## config.mk

```make
export PLATFORM = sky130hd
export DESIGN_NAME = up_down_reload_timer
export DESIGN_NICKNAME = d
export VERILOG_FILES = /design/src/hdl/utr_pkg.sv /design/src/hdl/utr_regs.sv /design/src/hdl/utr_ctrl.sv /design/src/hdl/utr_dp.sv /design/src/hdl/up_down_reload_timer.sv
export SDC_FILE = /design/constraint.sdc
export NUM_CORES = 1
export LEC_CHECK = 0
export ABC_AREA = 1
export BUFFER_PORTS_ARGS = -buffer_cell sky130_fd_sc_hd__clkbuf_2
export CAP_MARGIN = 20
export CORE_MARGIN = 2
export CORE_UTILIZATION = 50
export DETAILED_ROUTE_END_ITERATION = 8
export MAX_ROUTING_LAYER = met4
export PLACE_DENSITY = 0.71
export SYNTH_ARGS = -nofsm -noshare
export SYNTH_HDL_FRONTEND = slang
export SYNTH_SLANG_ARGS = --single-unit
```

## constraint.sdc

```tcl
create_clock -name clk -period 4.75 [get_ports clk]
set_input_delay 0.475 -clock clk [delete_from_list [all_inputs] [get_ports clk]]
set_output_delay 0.475 -clock clk [all_outputs]
set_load 0.02 [all_outputs]
```

## src/hdl/utr_pkg.sv

```systemverilog
// Shared types, constants and register codes for the up/down reload timer.
`timescale 1ns / 1ps

package utr_pkg;

	// Default sizes handed to the top-level parameters
	localparam int COUNTER_WIDTH_DEF = 32;
	localparam int NUM_CHANNELS_DEF  = 4;

	// Fixed field and bus widths
	localparam int TICK_W = 16;
	localparam int DATA_W = 32;
	localparam int ADDR_W = 5;
	localparam int MAX_CH = 4;

	// Register index, paddr[4:2]
	typedef enum logic [2:0] {
		REG_AUTO_RELOAD    = 3'd0,
		REG_COUNT_DOWN     = 3'd1,
		REG_TIMER_ENABLE   = 3'd2,
		REG_COMPARE_1      = 3'd3,
		REG_COMPARE_2      = 3'd4,
		REG_COMPARE_3      = 3'd5,
		REG_COMPARE_4      = 3'd6,
		REG_COMPARE_ENABLE = 3'd7
	} reg_idx_t;

	// Configuration seen by the datapath
	typedef struct packed {
		logic [DATA_W-1:0]             auto_reload;
		logic                          count_down;
		logic                          timer_enable;
		logic [MAX_CH-1:0][DATA_W-1:0] compare_value;
		logic [MAX_CH-1:0]             compare_enable;
	} cfg_t;

	// Controller to datapath commands
	typedef struct packed {
		logic load;
		logic eval;
		logic div_step;
		logic commit;
	} cmd_t;

	// Datapath to controller status
	typedef struct packed {
		logic need_div;
	} status_t;

endpackage

```

## src/hdl/utr_regs.sv

```systemverilog
// APB configuration register file of the up/down reload timer.
`timescale 1ns / 1ps

module utr_regs (
	input  logic                        clk,
	input  logic                        arst_n,
	input  logic                        psel,
	input  logic                        penable,
	input  logic                        pwrite,
	input  logic [utr_pkg::ADDR_W-1:0]  paddr,
	input  logic [utr_pkg::DATA_W-1:0]  pwdata,
	output logic [utr_pkg::DATA_W-1:0]  prdata,
	output logic                        pready,
	output utr_pkg::cfg_t               cfg
);

	utr_pkg::cfg_t     cfg_q;
	utr_pkg::reg_idx_t idx;
	logic              wr_en;

	assign idx    = utr_pkg::reg_idx_t'(paddr[utr_pkg::ADDR_W-1:2]);
	assign wr_en  = psel && penable && pwrite;
	assign pready = 1'b1;
	assign cfg    = cfg_q;

	// register writes
	always_ff @(posedge clk or negedge arst_n) begin
		if (!arst_n) begin
			cfg_q.auto_reload    <= '1;
			cfg_q.count_down     <= 1'b0;
			cfg_q.timer_enable   <= 1'b0;
			cfg_q.compare_value  <= '0;
			cfg_q.compare_enable <= '0;
		end else if (wr_en) begin
			case (idx)
				utr_pkg::REG_AUTO_RELOAD:    cfg_q.auto_reload      <= pwdata;
				utr_pkg::REG_COUNT_DOWN:     cfg_q.count_down       <= pwdata[0];
				utr_pkg::REG_TIMER_ENABLE:   cfg_q.timer_enable     <= pwdata[0];
				utr_pkg::REG_COMPARE_1:      cfg_q.compare_value[0] <= pwdata;
				utr_pkg::REG_COMPARE_2:      cfg_q.compare_value[1] <= pwdata;
				utr_pkg::REG_COMPARE_3:      cfg_q.compare_value[2] <= pwdata;
				utr_pkg::REG_COMPARE_4:      cfg_q.compare_value[3] <= pwdata;
				utr_pkg::REG_COMPARE_ENABLE:
					cfg_q.compare_enable <= pwdata[utr_pkg::MAX_CH-1:0];
				default: ;
			endcase
		end
	end

	// read mux
	always_comb begin
		prdata = '0;
		case (idx)
			utr_pkg::REG_AUTO_RELOAD:    prdata = cfg_q.auto_reload;
			utr_pkg::REG_COUNT_DOWN:     prdata[0] = cfg_q.count_down;
			utr_pkg::REG_TIMER_ENABLE:   prdata[0] = cfg_q.timer_enable;
			utr_pkg::REG_COMPARE_1:      prdata = cfg_q.compare_value[0];
			utr_pkg::REG_COMPARE_2:      prdata = cfg_q.compare_value[1];
			utr_pkg::REG_COMPARE_3:      prdata = cfg_q.compare_value[2];
			utr_pkg::REG_COMPARE_4:      prdata = cfg_q.compare_value[3];
			utr_pkg::REG_COMPARE_ENABLE:
				prdata[utr_pkg::MAX_CH-1:0] = cfg_q.compare_enable;
			default: prdata = '0;
		endcase
	end

endmodule

```

## src/hdl/utr_ctrl.sv

```systemverilog
// Sequencing state machine of the up/down reload timer.
`timescale 1ns / 1ps

module utr_ctrl #(
	parameter int COUNTER_WIDTH = utr_pkg::COUNTER_WIDTH_DEF
) (
	input  logic             clk,
	input  logic             arst_n,
	input  logic             in_valid,
	output logic             in_stall,
	output logic             out_valid,
	input  logic             out_stall,
	output utr_pkg::cmd_t    cmd,
	input  utr_pkg::status_t status
);

	localparam int IT_W = $clog2(COUNTER_WIDTH + 1);
	localparam logic [IT_W-1:0] IT_LAST = IT_W'(COUNTER_WIDTH);

	typedef enum logic [1:0] {
		ST_IDLE,
		ST_EVAL,
		ST_DIV,
		ST_COMMIT
	} state_t;

	state_t          state_q;
	logic [IT_W-1:0] it_q;
	logic            out_valid_q;
	logic            out_free;

	assign out_free  = !out_valid_q || !out_stall;
	assign in_stall  = (state_q != ST_IDLE);
	assign out_valid = out_valid_q;

	// command decode
	always_comb begin
		cmd.load     = (state_q == ST_IDLE) && in_valid;
		cmd.eval     = (state_q == ST_EVAL);
		cmd.div_step = (state_q == ST_DIV);
		cmd.commit   = (state_q == ST_COMMIT) && out_free;
	end

	// state, iteration count and result-valid flag
	always_ff @(posedge clk or negedge arst_n) begin
		if (!arst_n) begin
			state_q     <= ST_IDLE;
			it_q        <= '0;
			out_valid_q <= 1'b0;
		end else begin
			if (cmd.commit) begin
				out_valid_q <= 1'b1;
			end else if (!out_stall) begin
				out_valid_q <= 1'b0;
			end
			case (state_q)
				ST_IDLE: begin
					if (in_valid) begin
						state_q <= ST_EVAL;
					end
				end
				ST_EVAL: begin
					it_q <= '0;
					state_q <= status.need_div ? ST_DIV : ST_COMMIT;
				end
				ST_DIV: begin
					it_q <= it_q + 1'b1;
					if (it_q == IT_LAST) begin
						state_q <= ST_COMMIT;
					end
				end
				ST_COMMIT: begin
					if (out_free) begin
						state_q <= ST_IDLE;
					end
				end
				default: state_q <= ST_IDLE;
			endcase
		end
	end

	// a committed result is offered in the next cycle
	a_commit_shows: assert property (@(posedge clk) disable iff (!arst_n)
		cmd.commit |=> out_valid_q)
		else $error("result not offered after commit");

	// remainder unit never runs past its last bit
	a_it_bound: assert property (@(posedge clk) disable iff (!arst_n)
		state_q == ST_DIV |-> it_q <= IT_LAST)
		else $error("division iteration overrun");

	// last iteration leads to commit
	a_div_done: assert property (@(posedge clk) disable iff (!arst_n)
		(state_q == ST_DIV && it_q == IT_LAST) |=> state_q == ST_COMMIT)
		else $error("division did not finish");

endmodule

```

## src/hdl/utr_dp.sv

```systemverilog
// Counter, remainder unit, statistics and compare channels of the timer.
`timescale 1ns / 1ps

module utr_dp #(
	parameter int COUNTER_WIDTH = utr_pkg::COUNTER_WIDTH_DEF,
	parameter int NUM_CHANNELS  = utr_pkg::NUM_CHANNELS_DEF
) (
	input  logic                       clk,
	input  logic                       arst_n,
	input  utr_pkg::cfg_t              cfg,
	input  utr_pkg::cmd_t              cmd,
	output utr_pkg::status_t           status,
	input  logic [utr_pkg::TICK_W-1:0] tick_count,
	output logic [utr_pkg::DATA_W-1:0] count_out,
	output logic                       wrapped,
	output logic [NUM_CHANNELS-1:0]    mask,
	output logic [utr_pkg::DATA_W-1:0] wraps_out,
	output logic [utr_pkg::DATA_W-1:0] max_out,
	output logic [utr_pkg::DATA_W-1:0] min_out,
	output logic [utr_pkg::DATA_W-1:0] tally [NUM_CHANNELS]
);

	localparam int W  = COUNTER_WIDTH;
	localparam int WP = COUNTER_WIDTH + 1;
	localparam int WS = COUNTER_WIDTH + 2;
	localparam int DW = utr_pkg::DATA_W;

	// item and step registers
	logic [utr_pkg::TICK_W-1:0] tick_q;
	logic [W-1:0]               top_q;
	logic [W-1:0]               nowrap_q;
	logic                       move_q;
	logic                       wrap_q;
	logic                       down_q;
	logic [W:0]                 rem_q;
	logic [W:0]                 dvd_q;

	// architectural state
	logic [W-1:0]              counter_q;
	logic [DW-1:0]             wrap_tally_q;
	logic [DW-1:0]             max_q;
	logic [DW-1:0]             min_q;
	logic [DW-1:0]             tally_q [NUM_CHANNELS];
	logic                      wrapped_q;
	logic [NUM_CHANNELS-1:0]   mask_q;

	// step evaluation
	logic [W-1:0] top;
	logic [W:0]   ticks_ext;
	logic [W:0]   cnt_ext;
	logic [W:0]   sum;
	logic [W:0]   diff;
	logic [W:0]   deficit;
	logic         up_wrap;
	logic         dn_wrap;
	logic         move;
	logic         wrap;

	assign top       = cfg.auto_reload[W-1:0];
	assign ticks_ext = WP'(tick_q);
	assign cnt_ext   = {1'b0, counter_q};
	assign sum       = cnt_ext + ticks_ext;
	assign diff      = cnt_ext - ticks_ext;
	assign deficit   = ticks_ext - cnt_ext - WP'(1);
	assign up_wrap   = sum > {1'b0, top};
	assign dn_wrap   = cnt_ext < ticks_ext;
	assign move      = cfg.timer_enable && (tick_q != '0);
	assign wrap      = cfg.count_down ? dn_wrap : up_wrap;
	assign status.need_div = move && wrap;

	// restoring remainder step, one dividend bit per cycle
	logic [W:0]    period;
	logic [WS-1:0] rem_sh;
	logic [WS-1:0] rem_sub;
	logic          rem_ge;

	assign period  = {1'b0, top_q} + WP'(1);
	assign rem_sh  = {rem_q, dvd_q[W]};
	assign rem_ge  = rem_sh >= {1'b0, period};
	assign rem_sub = rem_sh - {1'b0, period};

	// new counter value at commit
	logic [W-1:0]            rem_lo;
	logic [W-1:0]            new_cnt;
	logic [DW-1:0]           new_ext;
	logic [NUM_CHANNELS-1:0] match;

	assign rem_lo  = rem_q[W-1:0];
	assign new_cnt = !wrap_q ? nowrap_q : (down_q ? (top_q - rem_lo) : rem_lo);
	assign new_ext = DW'(new_cnt);

	always_comb begin
		for (int i = 0; i < NUM_CHANNELS; i++) begin
			match[i] = cfg.compare_enable[i] &&
				(new_cnt == cfg.compare_value[i][W-1:0]);
		end
	end

	// input capture, evaluation and divider registers
	always_ff @(posedge clk) begin
		if (cmd.load) begin
			tick_q <= tick_count;
		end
		if (cmd.eval) begin
			move_q   <= move;
			wrap_q   <= wrap;
			down_q   <= cfg.count_down;
			top_q    <= top;
			nowrap_q <= cfg.count_down ? diff[W-1:0] : sum[W-1:0];
			dvd_q    <= cfg.count_down ? deficit : sum;
			rem_q    <= '0;
		end else if (cmd.div_step) begin
			rem_q <= rem_ge ? rem_sub[W:0] : rem_sh[W:0];
			dvd_q <= {dvd_q[W-1:0], 1'b0};
		end
	end

	// state update on commit
	always_ff @(posedge clk or negedge arst_n) begin
		if (!arst_n) begin
			counter_q    <= '0;
			wrap_tally_q <= '0;
			max_q        <= '0;
			min_q        <= '1;
			wrapped_q    <= 1'b0;
			mask_q       <= '0;
			for (int i = 0; i < NUM_CHANNELS; i++) begin
				tally_q[i] <= '0;
			end
		end else if (cmd.commit) begin
			wrapped_q <= move_q && wrap_q;
			mask_q    <= move_q ? match : '0;
			if (move_q) begin
				counter_q <= new_cnt;
				if (wrap_q) begin
					wrap_tally_q <= wrap_tally_q + DW'(1);
				end
				if (new_ext > max_q) begin
					max_q <= new_ext;
				end
				if (new_ext < min_q) begin
					min_q <= new_ext;
				end
				for (int i = 0; i < NUM_CHANNELS; i++) begin
					if (match[i]) begin
						tally_q[i] <= tally_q[i] + DW'(1);
					end
				end
			end
		end
	end

	// state registers double as the result registers
	assign count_out = DW'(counter_q);
	assign wrapped   = wrapped_q;
	assign mask      = mask_q;
	assign wraps_out = wrap_tally_q;
	assign max_out   = max_q;
	assign min_out   = min_q;
	always_comb begin
		for (int i = 0; i < NUM_CHANNELS; i++) begin
			tally[i] = tally_q[i];
		end
	end

	// partial remainder stays reduced below the period
	a_rem_reduced: assert property (@(posedge clk) disable iff (!arst_n)
		cmd.div_step |-> rem_q <= {1'b0, top_q})
		else $error("remainder not reduced");

	// a wrapping step adds exactly one to the wrap tally
	a_wrap_once: assert property (@(posedge clk) disable iff (!arst_n)
		(cmd.commit && move_q && wrap_q) |=>
			wrap_tally_q == $past(wrap_tally_q) + DW'(1))
		else $error("wrap tally not advanced by one");

	// after any moving step the extremes are ordered
	a_min_max: assert property (@(posedge clk) disable iff (!arst_n)
		(cmd.commit && move_q) |=> min_q <= max_q)
		else $error("min above max after a step");

endmodule

```

## src/hdl/up_down_reload_timer.sv

```systemverilog
// Top level of the up/down timer with auto-reload and compare channels.
//
//   channel  direction  handshake              payload
//   in       to block   in_valid / in_stall    tick_count
//   out      from block out_valid / out_stall  count_out, wrapped, match_mask, wraps_out,
//                                              max_out, min_out, match_count_1..4
//   cfg      to block   psel/penable/pwrite    paddr, pwdata, prdata (pready always high)
//
// A step that does not wrap passes through the idle, evaluate and commit states;
// a wrapping step also runs the divide state, where the remainder unit
// retires one dividend bit per cycle over the COUNTER_WIDTH+1 dividend bits.
// Reset (arst_n low) loads the register and state reset values at once.
// A result waits in the state registers; the next item is accepted while it
// waits, and a held result only stalls the commit of the following item.
`timescale 1ns / 1ps

module up_down_reload_timer #(
	parameter int COUNTER_WIDTH = utr_pkg::COUNTER_WIDTH_DEF,
	parameter int NUM_CHANNELS  = utr_pkg::NUM_CHANNELS_DEF
) (
	input  logic                        clk,
	input  logic                        arst_n,
	// configuration
	input  logic                        psel,
	input  logic                        penable,
	input  logic                        pwrite,
	input  logic [utr_pkg::ADDR_W-1:0]  paddr,
	input  logic [utr_pkg::DATA_W-1:0]  pwdata,
	output logic [utr_pkg::DATA_W-1:0]  prdata,
	output logic                        pready,
	// input items
	input  logic                        in_valid,
	output logic                        in_stall,
	input  logic [utr_pkg::TICK_W-1:0]  tick_count,
	// result items
	output logic                        out_valid,
	input  logic                        out_stall,
	output logic [utr_pkg::DATA_W-1:0]  count_out,
	output logic                        wrapped,
	output logic [utr_pkg::MAX_CH-1:0]  match_mask,
	output logic [utr_pkg::DATA_W-1:0]  wraps_out,
	output logic [utr_pkg::DATA_W-1:0]  max_out,
	output logic [utr_pkg::DATA_W-1:0]  min_out,
	output logic [utr_pkg::DATA_W-1:0]  match_count_1,
	output logic [utr_pkg::DATA_W-1:0]  match_count_2,
	output logic [utr_pkg::DATA_W-1:0]  match_count_3,
	output logic [utr_pkg::DATA_W-1:0]  match_count_4
);

	localparam int MC = utr_pkg::MAX_CH;

	utr_pkg::cfg_t             cfg;
	utr_pkg::cmd_t             cmd;
	utr_pkg::status_t          status;
	logic [NUM_CHANNELS-1:0]   mask;
	logic [utr_pkg::DATA_W-1:0] tally [NUM_CHANNELS];
	logic [utr_pkg::DATA_W-1:0] tally_all [MC];

	utr_regs u_regs (
		.clk     (clk),
		.arst_n  (arst_n),
		.psel    (psel),
		.penable (penable),
		.pwrite  (pwrite),
		.paddr   (paddr),
		.pwdata  (pwdata),
		.prdata  (prdata),
		.pready  (pready),
		.cfg     (cfg)
	);

	utr_ctrl #(
		.COUNTER_WIDTH (COUNTER_WIDTH)
	) u_ctrl (
		.clk       (clk),
		.arst_n    (arst_n),
		.in_valid  (in_valid),
		.in_stall  (in_stall),
		.out_valid (out_valid),
		.out_stall (out_stall),
		.cmd       (cmd),
		.status    (status)
	);

	utr_dp #(
		.COUNTER_WIDTH (COUNTER_WIDTH),
		.NUM_CHANNELS  (NUM_CHANNELS)
	) u_dp (
		.clk        (clk),
		.arst_n     (arst_n),
		.cfg        (cfg),
		.cmd        (cmd),
		.status     (status),
		.tick_count (tick_count),
		.count_out  (count_out),
		.wrapped    (wrapped),
		.mask       (mask),
		.wraps_out  (wraps_out),
		.max_out    (max_out),
		.min_out    (min_out),
		.tally      (tally)
	);

	// unused channels read zero
	always_comb begin
		for (int i = 0; i < MC; i++) begin
			tally_all[i] = '0;
		end
		for (int i = 0; i < NUM_CHANNELS; i++) begin
			tally_all[i] = tally[i];
		end
	end

	assign match_mask    = MC'(mask);
	assign match_count_1 = tally_all[0];
	assign match_count_2 = tally_all[1];
	assign match_count_3 = tally_all[2];
	assign match_count_4 = tally_all[3];

endmodule
```

# Word-level counts from Yosys, hierarchy flattened
# Cells that the tools add are included.
totals:
  register_bits: 585
  latch_bits: 0
  ram_bits: 0
  romBits: 0
  inputBits: 60
  out_inout_bits: 296
  elab_cells: 122
  mem_count: 0
classes:
  n_addsub: 13
  multipliers: 0
  div: 0
  order_cmp: 5
  eq_ne: 19
  shifts: 0
  n_mux: 20
  bitwise_logic: 0
  reduce_logical: 36
ops:
  columns: ["cell", "n"]
  rows:
  - ["adder 32 x 1 -> 32 bit (second input constant)", 5]
  - ["case mux 28 bit (5 select lines)", 1]
  - ["2-to-1 mux 33 bit", 4]
  - ["equality test 32 bit", 4]
  - ["2-to-1 mux 32 bit", 3]
  - ["greater-or-equal comparator 34 x 33 -> 1 bit", 1]
  - ["adder 32 x 1 -> 33 bit (second input constant)", 1]
  - ["adder 32 x 16 -> 33 bit", 1]
  - ["greater-than comparator 33 x 32 -> 1 bit", 1]
  - ["subtractor 16 x 32 -> 33 bit", 1]
  - ["subtractor 33 x 1 -> 33 bit (second input constant)", 1]
  - ["subtractor 33 bit", 1]
  - ["greater-than comparator 32 bit", 1]
  - ["< comparator 32 x 16 -> 1 bit", 1]
  - ["< comparator 32 bit", 1]
  - ["subtractor 32 x 16 -> 32 bit", 1]
  - ["subtractor 32 bit", 1]
  - ["AND reduction 3 bit", 8]
  - ["case mux 3 bit (6 select lines)", 1]
  - ["AND reduction 2 bit", 9]
  - ["nonzero test 16 bit", 1]
  - ["equality test 3 bit (second input constant)", 4]
  - ["case mux 6 bit (2 select lines)", 1]
  - ["logical AND 1 bit", 11]
  - ["other kinds (18)", 29]

# Longest topological paths before layout
depth:
  depth_word: 6
  mapped_depth: 33
  ltp_nobuf: 32

# Hierarchy
# A second synthesis with hierarchy kept.
hier_totals:
  cells_unflattened: 5959
  area_unflattened_um2: 41746.3
modules_own_cells:
  columns: ["mod", "n_inst", "cells_each", "area_per_inst_um2", "seq_area_each_um2"]
  rows:
  - ["utr_dp", 1, 4849, 33088.0, 10715.3]
  - ["utr_regs", 1, 1034, 8065.2, 4194.0]
  - ["utr_ctrl", 1, 76, 593.1, 225.2]

# Least setup slack after synthesis
# OpenSTA, ideal clock, no wires.
synth_timing:
  kind: "reg-to-reg"
  startpoint: "reg u_dp.top_q[1]"
  endpoint: "reg u_dp.rem_q[15]"
  setup_time_ns: 0.132
  arrival_ns: 3.917
  required_time_ns: 4.618
  slack_ns: 0.701
  path_stages_with_launch: 28
  n_path_buf: 2
  synth_period_minus_slack_ns: 4.049
  cell_sequence: "edfxtp_1 > ha_1 > nand2_1 > nor2_2 > nand3_1 > nor4_4 > nand4_1 > nor2_2 > nand4_1 > nor2_1 > nand3_1 > nor2_1 > nand2_1 > nor2_2 > nand2_1 > xor2_1 > ha_1 > nand2_1 > nor2_1 > nand4_1 > o31ai_1 > inv_1 > nand2_1 > buf_2 > buf_2 > o21ai_0 > o211ai_1 > a21oi_1"
synth_via:
  elab_chain_cells: 3
  word_cells_on_any_way: 4
  cone_classes: "add/sub: 2; order compare: 1; mux: 1"
synth_rtl:
  columns: ["item", "line", "rtl"]
  rows:
  - ["start, declared", "utr_dp.sv:30", "logic [W-1:0] top_q;"]
  - ["start signal, assigned", "utr_dp.sv:108", "top_q <= top;"]
  - ["adder 32 x 1 -> 33 bit (*)", "utr_dp.sv:77", "assign period = {1'b0, top_q} + WP'(1);"]
  - ["subtractor 33 bit / greater-or-equal comparator 34 x 33 -> 1 bit (equally long branches)", "utr_dp.sv:80, utr_dp.sv:79", null]
  - ["2-to-1 mux 33 bit (*)", "utr_dp.sv:113", "rem_q <= rem_ge ? rem_sub[W:0] : rem_sh[W:0];"]
  - ["end signal, assigned", "utr_dp.sv:113", null]
  - ["end, declared", "utr_dp.sv:35", "logic [W:0] rem_q;"]
# Every way passes the cells marked *; elsewhere a longest branch is shown, timed or not.
# A chain may end at the register's enable or synchronous reset.

# Final worst setup path
layout_timing:
  startpoint: "reg u_dp.top_q[0]"
  endpoint: "reg u_dp.rem_q[19]"
# The elaborated chain is that of the path after synthesis.

==> impl_results.md <==
* Area leader, netlist: dfrtp_1
* Final ANT Viol Nets at 0
* Setup Slack @ Placement at 0.0647 ns
* I/O Pins at 356
* Number of detailed-route iterations in the first pass at 6
* CP peak stage delay at 0.38 ns
* Row Count at 104
* Post-synthesis register bit count at 585
* Setup Skew at 0.0253 ns
* Die H at 289 µm
* Power Total at 28.8 mW
* Critical Path End Type: register
* Tightest Pin Transition at 1.04 ns
* Final nets at 6,318
* Post-Syn Instances at 5,649
* Sequential share of the synthesized area at 0.373
* Status: finished, final reports clean
* Share of cells above drive strength 1 at 0.153
* Worst R2R Setup Slack at 0.16 ns
* Max capacitance violation total at 0
* Overflow after GRT at 0
* CP top delay family: simple AND/OR/NAND/NOR gates
* Psw at 13.9 mW
* Crit path required time at 5.19 ns
* Final GP Congestion at 1.02
* Top post-synthesis cells by area: dfrtp_1 (23%), nand2_1 (13%), edfxtp_1 (8.6%), inv_1 (8.2%), ha_1 (6.8%)
* DR vias at 40,479
* Max Clk Rate at 0.218 GHz
* P per Cell Area at 613 nW/µm²
* Pin count of the biggest net entering global routing at 159
* Clock-pin slew of the registers on the worst-case setup and hold paths at 0.06 ns
* Seq. cell area at 15,100 µm²
* Peak VDD IR at 0.495 mV
* Final WS setup at 0.158 ns
* Most frequent cells in the layout: nand2_1 (1,387), inv_1 (886), nor2_1 (416), o21ai_0 (406), dfrtp_1 (371)
* Final Hold Vio Count at 0
* Syn. warnings at 0
* First-pass GRT wire length at 224,000 µm
* Post-synth top flop: dfrtp_1
* Arr. time, crit path at 5.04 ns
* Post-synth EDFFs at 116
* Fin crit period at 4.59 ns
* H-tree depth at 3
* Worst skew pair latency at 0.63 ns
* IO Port Bufs at 352
* Gr usage total at 0.362
* Commonest non-fill, non-tap cell in the layout: nand2_1
* Final cell count without fillers at 7,161
* Syn avg cell area at 7.18 µm²
* DR WL/cell at 21.0 µm
* Fillers at 7,543
* Max-slew headroom at 0.302
* RSZ-0062 raised after global routing: true
* Synth cell types at 69
* CORE AREA at 80,400 µm²
* DRC viols at 0
* Final setup viols at 0
* Mapped Nets at 5,932
* Combinational share of power at 0.519
* Clock Sinks at 585
* Post-synthesis async set-or-reset flop share at 0.745
* Vias in the first global route at 37,485
* Chip width at 289 µm
* Total CTS buffers at 69
* Crit-path max FO at 28
* Detailed router's first-iteration violation count at 4,319
* CP Launch Type: register
* Initial antenna violation count at 14
* TritonCTS clock tree: yes
* Area of the multi-input gates at 21,500 µm²
* Flop pwr share at 0.272
* Slowest CP cell: edfxtp_1
* HP Class: in2reg
* Sw frac at 0.482
* Placed cell area at 43,900 µm²
* Clock power share at 0.210
* Clock buffer depth at 3
* Vias per cell at 5.65
* Finished Cell Area at 46,900 µm²
* WL final at 150,000 µm
* Pins over their slew limit at 0
* CTS root buffer: clkbuf_16
* Synth Cell Area at 40,600 µm²
* P_int at 14.9 mW
* WS Path Type: reg2reg
* HPWL Detailed at 117,000 µm
* Lkg Pwr at 22.7 nW
* Sum Neg Setup Slack at 0 ns
* Starting Density at 0.505
* Placed cells at 7,008
* Die area at 83,500 µm²
* Yosys top cell area share at 0.229
* Period utilisation layout at 0.967
* Crit path buf inv count at 2
* P&R area growth vs syn at 15.6%
## power by group through the flow
stage | Sequential [mW] | Clock (mW) | Combinational, mW
after global routing | 7.92 | 6.27 | 16.3
after floorplan | 7.88 | 0 | 8.84
after global placement | 7.81 | 0 | 14.2
final | 7.81 | 6.03 | 14.9
after CTS | 7.76 | 6.07 | 14.5
after detailed placement | 7.83 | 0 | 14.4
## metal layers
metal	vias up	track usage	share of wire
li1	19258	-	-
met1	19110	0.483	0.42
met2	1774	0.551	0.45
met3	337	0.0541	0.082
met4	0	0.152	0.049
met5	-	-	0
## state kept, by name (all words and copies together) (netlist names)
| register | cells |
|---|---|
| u_dp.wrapped | 1 |
| u_ctrl.state_q | 2 |
| u_dp.nowrap_q | 32 |
| u_dp.wraps_out | 32 |
| u_dp.move_q | 1 |
| u_dp.dvd_q | 33 |
| u_dp.top_q | 32 |
| u_dp.rem_q | 33 |
| u_dp.wrap_q | 1 |
| u_dp.tick_q | 16 |
| u_dp.max_out | 32 |
| u_dp.mask | 4 |
| u_dp.count_out | 32 |
| u_dp.tally | 128 |
| u_ctrl.out_valid | 1 |
| u_dp.min_out | 32 |
| u_dp.down_q | 1 |
| u_ctrl.it_q | 6 |
| u_regs.cfg | 166 |
## through the flow
stage	hold slack (ns)	utilization
floorplan	0.179	-
global placement	0.465	0.546
detailed placement	0.466	0.546
CTS	0.0121	0.578
global route	0.0159	0.583
finish	0.0353	0.583
## path summary, 6_finish.rpt
path	start	depth (start not counted)	to
max	u_dp.top_q[0]	26	u_dp.rem_q[19]
min	tick_count[12]	1	u_dp.tick_q[12]
max reg2reg	u_dp.top_q[0]	26	u_dp.rem_q[19]
min reg2reg	u_dp.wraps_out[31]	1	u_dp.wraps_out[31]
max in group asynchronous	arst_n	3	u_dp.mask[2]
min in group asynchronous	arst_n	2	u_dp.max_out[8]
## cell families after synthesis
group           synth area share
buf+inv                    0.104
fa+ha+maj                 0.0695
compound gates             0.134
mux                      0.00527
xor+xnor                  0.0309
other cells            0.0000924
simple gates               0.283
flops                      0.373
## cells in the mapped netlist (all sizes together) (41+ instances only)
| master | number |
|---|---|
| o21ai | 501 |
| clkbuf | 103 |
| nor3 | 103 |
| buf | 63 |
| inv | 903 |
| a21oi | 312 |
| nand3 | 314 |
| nand2 | 1468 |
| nand4 | 146 |
| xor2 | 108 |
| nor2 | 472 |
| nor4 | 41 |
| dfrtp | 372 |
| edfxtp | 116 |
| ha | 219 |
| dfstp | 64 |
## what timing repair did
action	CTS	global route
setup endpoints to repair	0	134
hold buffers	1	0
hold endpoints to repair	67	0
gates resized for setup	0	83
buffers inserted	0	13
## final cells by class
cell class                 count  area share
tap                         1060      0.0283
multi-input combinational   3987       0.459
timing repair buffer         486      0.0625
sequential                   585       0.323
inverter                     906      0.0725
antenna                       11    0.000587
clock inverter                38      0.0125
clock buffer                  88      0.0416
Note: power is estimated with default switching activity, not from simulation.
